`config.mk`:
```
export PLATFORM = sky130hd
export DESIGN_NAME = pad_autorepeat_qualifier
export DESIGN_NICKNAME = d
export VERILOG_FILES = /design/src/rtl/core/paq_pkg.sv /design/src/rtl/core/paq_decode.sv /design/src/rtl/core/paq_engine.sv /design/src/rtl/core/pad_autorepeat_qualifier.sv
export VERILOG_INCLUDE_DIRS = /design/src /design/src/rtl/core
export SDC_FILE = /design/constraint.sdc
export NUM_CORES = 1
export LEC_CHECK = 0
export BUFFER_PORTS_ARGS = -buffer_cell sky130_fd_sc_hd__buf_4
export CORE_MARGIN = 2
export CORE_UTILIZATION = 63
export DETAILED_ROUTE_END_ITERATION = 7
export PLACE_DENSITY_LB_ADDON = 0.2
export SLEW_MARGIN = 10
export SYNTH_ARGS = -nofsm -noshare
export SYNTH_HDL_FRONTEND = slang
export SYNTH_HIERARCHICAL = 1
export SYNTH_SLANG_ARGS = --single-unit
```
`constraint.sdc`:
```
create_clock -name clk -period 8.5 [get_ports clk]
set_input_delay 0.425 -clock clk [delete_from_list [all_inputs] [get_ports clk]]
set_output_delay 0.425 -clock clk [all_outputs]
set_load 0.005 [all_outputs]
```
`src/rtl/core/pad_autorepeat_qualifier_macros.svh`:
```
// Assertion helpers used by pad_autorepeat_qualifier. Both sample on clk and are disabled in reset.
`ifndef PAD_AUTOREPEAT_QUALIFIER_MACROS_SVH
`define PAD_AUTOREPEAT_QUALIFIER_MACROS_SVH

// Consequent must hold in the same cycle as the antecedent.
`define PAQ_ASSERT_NOW(lbl, ante, cons, msg) \
  lbl: assert property (@(posedge clk) disable iff (!rst_n) (ante) |-> (cons)) else $error(msg);

// Consequent must hold in the cycle after the antecedent.
`define PAQ_ASSERT_NEXT(lbl, ante, cons, msg) \
  lbl: assert property (@(posedge clk) disable iff (!rst_n) (ante) |=> (cons)) else $error(msg);

`endif

```
`src/rtl/core/paq_pkg.sv`:
```
package paq_pkg;

  localparam int unsigned TIME_W  = 32;
  localparam int unsigned DELAY_W = 10;
  localparam int unsigned BTN_W   = 14;
  localparam int unsigned STK_W   = 4;
  localparam int unsigned DZ_W    = 14;
  localparam int unsigned THR_W   = 18;

  localparam logic [DELAY_W-1:0] DELAY_START = 10'd1000;
  localparam logic [DELAY_W-1:0] DELAY_KNEE  = 10'd200;
  localparam logic [DELAY_W-1:0] FLOOR_FAST  = 10'd10;
  localparam logic [DELAY_W-1:0] FLOOR_SLOW  = 10'd80;

  // floor(d * 3 / 5) == (d * 9831) >> 14 for every d below 1024.
  localparam int unsigned        SCALE_SHIFT = 14;
  localparam int unsigned        SCALE_W     = DELAY_W + SCALE_SHIFT;
  localparam logic [SCALE_SHIFT-1:0] SCALE_MUL = 14'd9831;

  localparam logic signed [THR_W-1:0] OFF_Y_FAST = 18'sd2000;
  localparam logic signed [THR_W-1:0] OFF_Y_SLOW = 18'sd5000;
  localparam logic signed [THR_W-1:0] OFF_X_FAST = 18'sd2000;
  localparam logic signed [THR_W-1:0] OFF_X_SLOW = 18'sd15000;

  localparam logic [DZ_W-1:0] DZ_RESET = 14'd7849;

  localparam int unsigned STK_UP    = 0;
  localparam int unsigned STK_DOWN  = 1;
  localparam int unsigned STK_LEFT  = 2;
  localparam int unsigned STK_RIGHT = 3;

  typedef enum logic [2:0] {
    HELD_NONE  = 3'd0,
    HELD_UP    = 3'd1,
    HELD_DOWN  = 3'd2,
    HELD_LEFT  = 3'd3,
    HELD_RIGHT = 3'd4
  } held_code_t;

  typedef enum logic [0:0] {
    CFG_FAST_MENU = 1'b0,
    CFG_DEADZONE  = 1'b1
  } cfg_reg_t;

  typedef struct packed {
    logic [BTN_W-1:0] button_flags;
    logic [STK_W-1:0] stick_flags;
    held_code_t       dpad_code;
    held_code_t       stick_code;
  } poll_dec_t;

endpackage

```
`src/rtl/core/paq_decode.sv`:
```
module paq_decode
  import paq_pkg::*;
(
  input  logic                    fast_menu,
  input  logic [DZ_W-1:0]         deadzone,
  input  logic [7:0]              left_trigger,
  input  logic [7:0]              right_trigger,
  input  logic [15:0]             button_word,
  input  logic signed [15:0]      stick_x,
  input  logic signed [15:0]      stick_y,
  output poll_dec_t               dec
);

  logic signed [THR_W-1:0] sx;
  logic signed [THR_W-1:0] sy;
  logic signed [THR_W-1:0] dz;
  logic signed [THR_W-1:0] dz2;
  logic signed [THR_W-1:0] thr_y;
  logic signed [THR_W-1:0] thr_x;
  logic signed [THR_W-1:0] mag_x;
  logic signed [THR_W-1:0] mag_y;
  logic [BTN_W-1:0]        bf;
  logic [STK_W-1:0]        sf;

  assign sx    = THR_W'(stick_x);
  assign sy    = THR_W'(stick_y);
  assign dz    = signed'({{(THR_W-DZ_W){1'b0}}, deadzone});
  assign dz2   = dz + dz;
  assign thr_y = dz + (fast_menu ? OFF_Y_FAST : OFF_Y_SLOW);
  assign thr_x = dz + (fast_menu ? OFF_X_FAST : OFF_X_SLOW);
  assign mag_x = sx[THR_W-1] ? -sx : sx;
  assign mag_y = sy[THR_W-1] ? -sy : sy;

  // Flag order: LT, RT, A, B, X, Y, LB, RB, stick clicks, then d-pad up/down/left/right.
  assign bf = {button_word[3], button_word[2], button_word[1], button_word[0],
               button_word[7], button_word[6], button_word[9], button_word[8],
               button_word[15], button_word[14], button_word[13], button_word[12],
               |right_trigger, |left_trigger};

  always_comb begin
    sf            = '0;
    sf[STK_UP]    = (sy > thr_y) && (mag_x < dz2);
    sf[STK_DOWN]  = (sy < -thr_y) && (mag_x < dz2);
    sf[STK_LEFT]  = (sx < -thr_x) && (mag_y < dz);
    sf[STK_RIGHT] = (sx > thr_x) && (mag_y < dz);
  end

  always_comb begin
    dec.button_flags = bf;
    dec.stick_flags  = sf;
    if (button_word[0]) begin
      dec.dpad_code = HELD_UP;
    end else if (button_word[1]) begin
      dec.dpad_code = HELD_DOWN;
    end else if (button_word[2]) begin
      dec.dpad_code = HELD_LEFT;
    end else if (button_word[3]) begin
      dec.dpad_code = HELD_RIGHT;
    end else begin
      dec.dpad_code = HELD_NONE;
    end
    // The stick code checks right before left.
    if (sf[STK_UP]) begin
      dec.stick_code = HELD_UP;
    end else if (sf[STK_DOWN]) begin
      dec.stick_code = HELD_DOWN;
    end else if (sf[STK_RIGHT]) begin
      dec.stick_code = HELD_RIGHT;
    end else if (sf[STK_LEFT]) begin
      dec.stick_code = HELD_LEFT;
    end else begin
      dec.stick_code = HELD_NONE;
    end
  end

endmodule

```
`src/rtl/core/paq_engine.sv`:
```
module paq_engine
  import paq_pkg::*;
(
  input  logic              clk,
  input  logic              rst_n,
  input  logic              step,
  input  logic              fast_menu,
  input  held_code_t        code,
  input  logic [TIME_W-1:0] now,
  output logic              fire
);

  held_code_t         held_r, held_nxt;
  logic [TIME_W-1:0]  start_r, start_nxt;
  logic [DELAY_W-1:0] delay_r, delay_nxt;
  logic               changed;
  logic [TIME_W-1:0]  elapsed;
  logic [SCALE_W-1:0] scaled;
  logic [DELAY_W-1:0] floor_val;

  assign changed = (code != held_r);
  assign elapsed = now - start_r;
  assign scaled  = SCALE_W'(delay_r) * SCALE_W'(SCALE_MUL);
  assign fire    = step && !changed && (code != HELD_NONE) &&
                   (elapsed > TIME_W'(delay_r));

  always_comb begin
    case (code)
      HELD_LEFT, HELD_RIGHT: floor_val = FLOOR_FAST;
      default:               floor_val = fast_menu ? FLOOR_FAST : FLOOR_SLOW;
    endcase
  end

  always_comb begin
    held_nxt  = held_r;
    start_nxt = start_r;
    delay_nxt = delay_r;
    if (step && changed) begin
      held_nxt  = code;
      start_nxt = (code != HELD_NONE) ? now : '0;
      delay_nxt = DELAY_START;
    end else if (fire) begin
      start_nxt = now;
      delay_nxt = (delay_r > DELAY_KNEE) ? scaled[SCALE_W-1:SCALE_SHIFT] : floor_val;
    end
  end

  always_ff @(posedge clk) begin
    if (!rst_n) begin
      held_r  <= HELD_NONE;
      start_r <= '0;
      delay_r <= DELAY_START;
    end else begin
      held_r  <= held_nxt;
      start_r <= start_nxt;
      delay_r <= delay_nxt;
    end
  end

endmodule

```
`src/rtl/core/pad_autorepeat_qualifier.sv`:
```
// Gamepad poll qualifier with accelerating auto-repeat for d-pad and left stick.
//
// Channels: polls enter on in_valid/in_ready, results leave on out_valid/out_ready,
// and the two registers (fast menu mode, stick deadzone) are written on cfg_valid/
// cfg_ready, which is always ready. Every poll gives exactly one result.
// Path: an accepted poll waits in the input register, then moves to the result register.
// Throughput: one poll per cycle while out_ready is high; the decode and both repeat engines
// give their results combinationally between the input register and the result register.
// A poll with pad_present low updates no state; its result repeats the stored
// flags with result_valid and both repeat bits low.
// Reset (synchronous, active low) empties both registers, clears the held
// directions and flag history, loads both repeat delays with 1000 ms and returns
// the registers to fast mode off and deadzone 7849.
// When the receiver stalls, the result holds, one more poll can wait in the input
// register, and then in_ready drops until the result is taken.
// Configuration is to be written only while no transaction is in flight.
module pad_autorepeat_qualifier
  import paq_pkg::*;
(
  input  logic                 clk,
  input  logic                 rst_n,
  input  logic                 cfg_valid,
  output logic                 cfg_ready,
  input  cfg_reg_t             cfg_index,
  input  logic [DZ_W-1:0]      cfg_data,
  input  logic                 in_valid,
  output logic                 in_ready,
  input  logic                 in_pad_present,
  input  logic [7:0]           in_left_trigger,
  input  logic [7:0]           in_right_trigger,
  input  logic [15:0]          in_button_word,
  input  logic signed [15:0]   in_stick_x,
  input  logic signed [15:0]   in_stick_y,
  input  logic [TIME_W-1:0]    in_now_ms,
  output logic                 out_valid,
  input  logic                 out_ready,
  output logic                 out_result_valid,
  output logic [BTN_W-1:0]     out_button_flags,
  output logic [STK_W-1:0]     out_stick_flags,
  output logic                 out_dpad_repeat,
  output logic                 out_stick_repeat,
  output logic                 out_buttons_steady,
  output logic                 out_stick_steady
);

`include "pad_autorepeat_qualifier_macros.svh"

  logic               fast_menu_r;
  logic [DZ_W-1:0]    deadzone_r;

  logic               s1_valid_r;
  logic               s1_pad_present_r;
  logic [7:0]         s1_left_trigger_r;
  logic [7:0]         s1_right_trigger_r;
  logic [15:0]        s1_button_word_r;
  logic signed [15:0] s1_stick_x_r;
  logic signed [15:0] s1_stick_y_r;
  logic [TIME_W-1:0]  s1_now_r;
  logic               s1_adv;
  logic               step;

  logic [BTN_W-1:0]   prev_buttons_r, prev_buttons_nxt;
  logic [STK_W-1:0]   prev_stick_r, prev_stick_nxt;
  logic [1:0]         steady_r, steady_nxt;

  poll_dec_t          dec;
  logic               dpad_fire;
  logic               stick_fire;

  logic               out_valid_r;
  logic               out_result_valid_r, res_valid_nxt;
  logic [BTN_W-1:0]   out_button_flags_r, res_buttons_nxt;
  logic [STK_W-1:0]   out_stick_flags_r, res_stick_nxt;
  logic               out_dpad_repeat_r, res_drep_nxt;
  logic               out_stick_repeat_r, res_srep_nxt;
  logic               out_buttons_steady_r, res_bst_nxt;
  logic               out_stick_steady_r, res_sst_nxt;

  assign cfg_ready = 1'b1;

  always_ff @(posedge clk) begin
    if (!rst_n) begin
      fast_menu_r <= 1'b0;
      deadzone_r  <= DZ_RESET;
    end else if (cfg_valid) begin
      case (cfg_index)
        CFG_FAST_MENU: fast_menu_r <= cfg_data[0];
        CFG_DEADZONE:  deadzone_r  <= cfg_data;
        default:       ;
      endcase
    end
  end

  // The input register moves on whenever the result register is free or is being emptied.
  assign s1_adv   = s1_valid_r && (!out_valid_r || out_ready);
  assign in_ready = !s1_valid_r || s1_adv;
  assign step     = s1_adv && s1_pad_present_r;

  always_ff @(posedge clk) begin
    if (!rst_n) begin
      s1_valid_r <= 1'b0;
    end else if (in_ready) begin
      s1_valid_r <= in_valid;
    end
  end

  always_ff @(posedge clk) begin
    if (in_valid && in_ready) begin
      s1_pad_present_r   <= in_pad_present;
      s1_left_trigger_r  <= in_left_trigger;
      s1_right_trigger_r <= in_right_trigger;
      s1_button_word_r   <= in_button_word;
      s1_stick_x_r       <= in_stick_x;
      s1_stick_y_r       <= in_stick_y;
      s1_now_r           <= in_now_ms;
    end
  end

  paq_decode u_decode (
    .fast_menu     (fast_menu_r),
    .deadzone      (deadzone_r),
    .left_trigger  (s1_left_trigger_r),
    .right_trigger (s1_right_trigger_r),
    .button_word   (s1_button_word_r),
    .stick_x       (s1_stick_x_r),
    .stick_y       (s1_stick_y_r),
    .dec           (dec)
  );

  paq_engine u_dpad_engine (
    .clk       (clk),
    .rst_n     (rst_n),
    .step      (step),
    .fast_menu (fast_menu_r),
    .code      (dec.dpad_code),
    .now       (s1_now_r),
    .fire      (dpad_fire)
  );

  paq_engine u_stick_engine (
    .clk       (clk),
    .rst_n     (rst_n),
    .step      (step),
    .fast_menu (fast_menu_r),
    .code      (dec.stick_code),
    .now       (s1_now_r),
    .fire      (stick_fire)
  );

  always_comb begin
    res_valid_nxt    = 1'b0;
    res_buttons_nxt  = prev_buttons_r;
    res_stick_nxt    = prev_stick_r;
    res_drep_nxt     = 1'b0;
    res_srep_nxt     = 1'b0;
    res_bst_nxt      = steady_r[0];
    res_sst_nxt      = steady_r[1];
    if (s1_pad_present_r) begin
      res_valid_nxt   = 1'b1;
      res_buttons_nxt = dec.button_flags;
      res_stick_nxt   = dec.stick_flags;
      res_drep_nxt    = dpad_fire;
      res_srep_nxt    = stick_fire;
      res_bst_nxt     = (dec.button_flags == prev_buttons_r) && !dpad_fire;
      res_sst_nxt     = (dec.stick_flags == prev_stick_r) && !stick_fire;
    end
    prev_buttons_nxt = prev_buttons_r;
    prev_stick_nxt   = prev_stick_r;
    steady_nxt       = steady_r;
    if (step) begin
      prev_buttons_nxt = res_buttons_nxt;
      prev_stick_nxt   = res_stick_nxt;
      steady_nxt       = {res_sst_nxt, res_bst_nxt};
    end
  end

  always_ff @(posedge clk) begin
    if (!rst_n) begin
      prev_buttons_r <= '0;
      prev_stick_r   <= '0;
      steady_r       <= '0;
      out_valid_r    <= 1'b0;
    end else begin
      prev_buttons_r <= prev_buttons_nxt;
      prev_stick_r   <= prev_stick_nxt;
      steady_r       <= steady_nxt;
      if (s1_adv) begin
        out_valid_r <= 1'b1;
      end else if (out_ready) begin
        out_valid_r <= 1'b0;
      end
    end
  end

  always_ff @(posedge clk) begin
    if (s1_adv) begin
      out_result_valid_r   <= res_valid_nxt;
      out_button_flags_r   <= res_buttons_nxt;
      out_stick_flags_r    <= res_stick_nxt;
      out_dpad_repeat_r    <= res_drep_nxt;
      out_stick_repeat_r   <= res_srep_nxt;
      out_buttons_steady_r <= res_bst_nxt;
      out_stick_steady_r   <= res_sst_nxt;
    end
  end

  assign out_valid          = out_valid_r;
  assign out_result_valid   = out_result_valid_r;
  assign out_button_flags   = out_button_flags_r;
  assign out_stick_flags    = out_stick_flags_r;
  assign out_dpad_repeat    = out_dpad_repeat_r;
  assign out_stick_repeat   = out_stick_repeat_r;
  assign out_buttons_steady = out_buttons_steady_r;
  assign out_stick_steady   = out_stick_steady_r;

  `PAQ_ASSERT_NOW(a_stall_blocks_advance, out_valid_r && !out_ready, !s1_adv, "poll advanced into a stalled result")
  `PAQ_ASSERT_NOW(a_dpad_repeat_qualified, out_valid_r && out_dpad_repeat_r, out_result_valid_r && !out_buttons_steady_r, "d-pad repeat on an invalid or steady result")
  `PAQ_ASSERT_NOW(a_stick_repeat_qualified, out_valid_r && out_stick_repeat_r, out_result_valid_r && !out_stick_steady_r, "stick repeat on an invalid or steady result")
  `PAQ_ASSERT_NEXT(a_absent_pad_quiet, s1_adv && !s1_pad_present_r, !out_result_valid_r && !out_dpad_repeat_r && !out_stick_repeat_r, "absent pad produced a valid or repeating result")

endmodule
```
==> summary.txt <==
Nets -> 3249
Tcrit/Tclk final -> 86.7%
HP Start -> in_stick_y[13]
Root buffer cell -> clkbuf_16
Post-DP HPWL -> 45600 µm
CP dominant cell by count -> a21oi_1
Critical Path RT -> 8.93 ns
Total global routing overflow -> 0
Hold path cells -> 1
Final setup viols -> 0
Type of the worst setup path -> flip-flop to flip-flop
Worst Hold Class -> primary input to flip-flop
Post-layout util -> 70.5%
TNS Setup -> 0 ns
Synth Area per Inst -> 8.78 µm²
Via density per instance -> 6.27
CP max stage delay -> 0.90 ns
CP endpoint kind -> flip-flop
RSZ-0062 raised after global routing -> no
CTS clk-pin slew, worst paths -> 0.06 ns
Die Height -> 195 µm
Total CTS buffers -> 29
DRC Markers -> 0
Final worst path period need -> 7.37 ns
Worst Skew -> 0.0178 ns
Core footprint -> 36300 µm²
GRT Util Overall -> 31.8%
H-tree lvl count -> 1
Yosys synthesis warning count -> 6
Port Buffers -> 137
P_leak -> 10.9 nW
Crit-path leading delay family -> simple AND/OR/NAND/NOR gates
Die area -> 38200 µm²
R2R Setup Slk -> 1.13 ns
CTS max path bufs -> 3
CP max-delay cell -> nor4_1
Max transition margin -> 14.7%
Top Ports -> 143
Max Cap Viol -> 0
Clk_lat worst skew -> 0.59 ns
N_diodes -> 0
Final Max Slew Viols -> 0
Fmax -> 0.136 GHz
Synth-to-Final Area Change -> 11.0%
Starting Density -> 63.5%
Maximum VDD drop -> 0.170 mV
Hold Path End -> s1_stick_y_r[13]
Worst R2R End -> out_stick_steady
TritonCTS clock tree -> done
Initial antenna violation count -> 0
Cell Pwr Density -> 186 nW/µm²
Sinks on the clock net -> 243
Post-route ant nets -> 0
Startpoint class of the critical path -> flip-flop
DRT iter0 DRCs -> 1540
Vias in the first global route -> 19966
Critical path peak fanout -> 34
Routability Congestion -> 0.977
Pin count of the biggest net entering global routing -> 84
Buffers and inverters on the worst path -> 3
Detailed-route via count -> 20220
DIE WIDTH -> 195 µm
First-pass GRT wire length -> 100000 µm
Final wirelength -> 61400 µm
TritonRoute pass-1 iters -> 6
Outcome -> complete, no violations
Mapped cell area -> 23100 µm²
Reg2Reg Launch Point -> fast_menu_r
Post-synthesis cell count -> 2628
Crit path DAT -> 7.79 ns
Layout cells sized above 1 -> 9.18%
Final Hold Fails -> 0
R2R cell count -> 27
Worst Tran Pin Value -> 1.28 ns
Wirelength per Cell -> 19.1 µm
Standard-cell row count -> 70
## how the worst max path moves through the flow
stage	start	end	slack, ns	cells past startpoint
final	fast_menu_r	out_stick_steady	1.13	27
after global routing	fast_menu_r	u_stick_engine/delay_r[9]	0.60	25
after CTS	fast_menu_r	out_stick_steady	1.24	27
after detailed placement	fast_menu_r	out_stick_steady	1.30	27
after global placement	fast_menu_r	out_stick_steady	1.54	27
after floorplan	fast_menu_r	out_stick_steady	2.59	28
## repair_timing
item	in CTS	in global routing
endpoints found under the hold margin	47	1
setup buffers	0	0
resized for setup	0	0
hold buffers	47	1
## final cells by class
cell class | count | area, µm²
tap | 468 | 586
clock inverter | 13 | 115
clock buffer | 41 | 831
sequential | 243 | 6030
multi-input combinational | 1996 | 15500
timing repair buffer | 196 | 1590
inverter | 267 | 1000
fill | 2812 | 10700
## state kept, by name, summed over array words and instances (netlist names), 12 cells and up
signal	flops
prev_buttons_r	14
deadzone_r	14
out_button_flags	14
s1_stick_y_r	16
u_stick_engine/start_r	32
s1_now_r	32
s1_stick_x_r	16
s1_button_word_r	12
u_dpad_engine/start_r	32
## worst register-to-register path: stages, from the launching register on
cell      delay, ns
dfxtp_1        0.62
inv_1          0.21
ha_1           0.34
fa_1           0.44
a31oi_1        0.31
nand3_1        0.14
a21oi_1        0.23
nor3_1         0.09
o21ai_0        0.18
o31ai_1        0.15
ha_1           0.32
a21oi_1        0.07
nor3b_1        0.18
nor2_1         0.07
a21o_1         0.15
a211o_1        0.31
nor4_1         0.90
a21oi_1        0.29
nor3_2         0.19
buf_4          0.44
nor2b_2        0.11
nand2b_1       0.21
or2b_1         0.42
inv_1          0.24
nor2b_1        0.18
o2111a_1       0.22
nand3_1        0.09
o21ai_0        0.10
## where the power goes
part | internal [mW] | switching [mW]
sequential | 1.30 | 0.0855
combinational | 0.865 | 1.27
clock | 0.713 | 0.526
total | 2.88 | 1.89
## per-stage QoR
step | worst slack [ns] | hold slack [ns] | cells | instance area [µm²] | power (mW)
after floorplan | 2.59 | 0.428 | 2633 | 23100 | 2.91
after global placement | 1.54 | 0.441 | 3122 | 24200 | 3.37
after CTS | 1.24 | 0.0000335 | 3223 | 25600 | 4.75
after global routing | 0.598 | 0.000472 | 3224 | 25600 | 5.10
after detailed placement | 1.30 | 0.446 | 3122 | 24200 | 3.48
final | 1.13 | 0.0182 | 3224 | 25600 | 4.77
## layout by cell type (no fill, tap or decap), drive strengths merged, types with 8 or more instances in the layout
cell	count
a21oi	119
nor2b	31
mux2i	53
nor4	23
o21a	29
clkinv	8
o2111ai	10
and2	20
inv	269
a21o	45
buf	148
or4	10
nor2	87
nand3	116
o21ai	87
or2	9
or3	39
o31ai	18
dlygate4sd3	48
nand2b	31
o22ai	36
o211ai	24
a221oi	8
xnor2	84
and4	9
a211o	14
edfxtp	116
dfxtp	127
nand4	75
nand2	288
clkbuf	41
and3	19
mux2	18
ha	328
a31oi	53
a211oi	21
fa	71
a21boi	31
nor3	38
xor2	47
## per-layer routing
layer	global-route usage [%]	vias to the layer above	wire length, µm
met5	0	-	0
met4	10.5	0	1990
met3	3.85	132	3430
met2	54.0	647	29000
met1	42.2	9776	27000
li1	-	9665	-
Power figures use the tool's default switching activity.
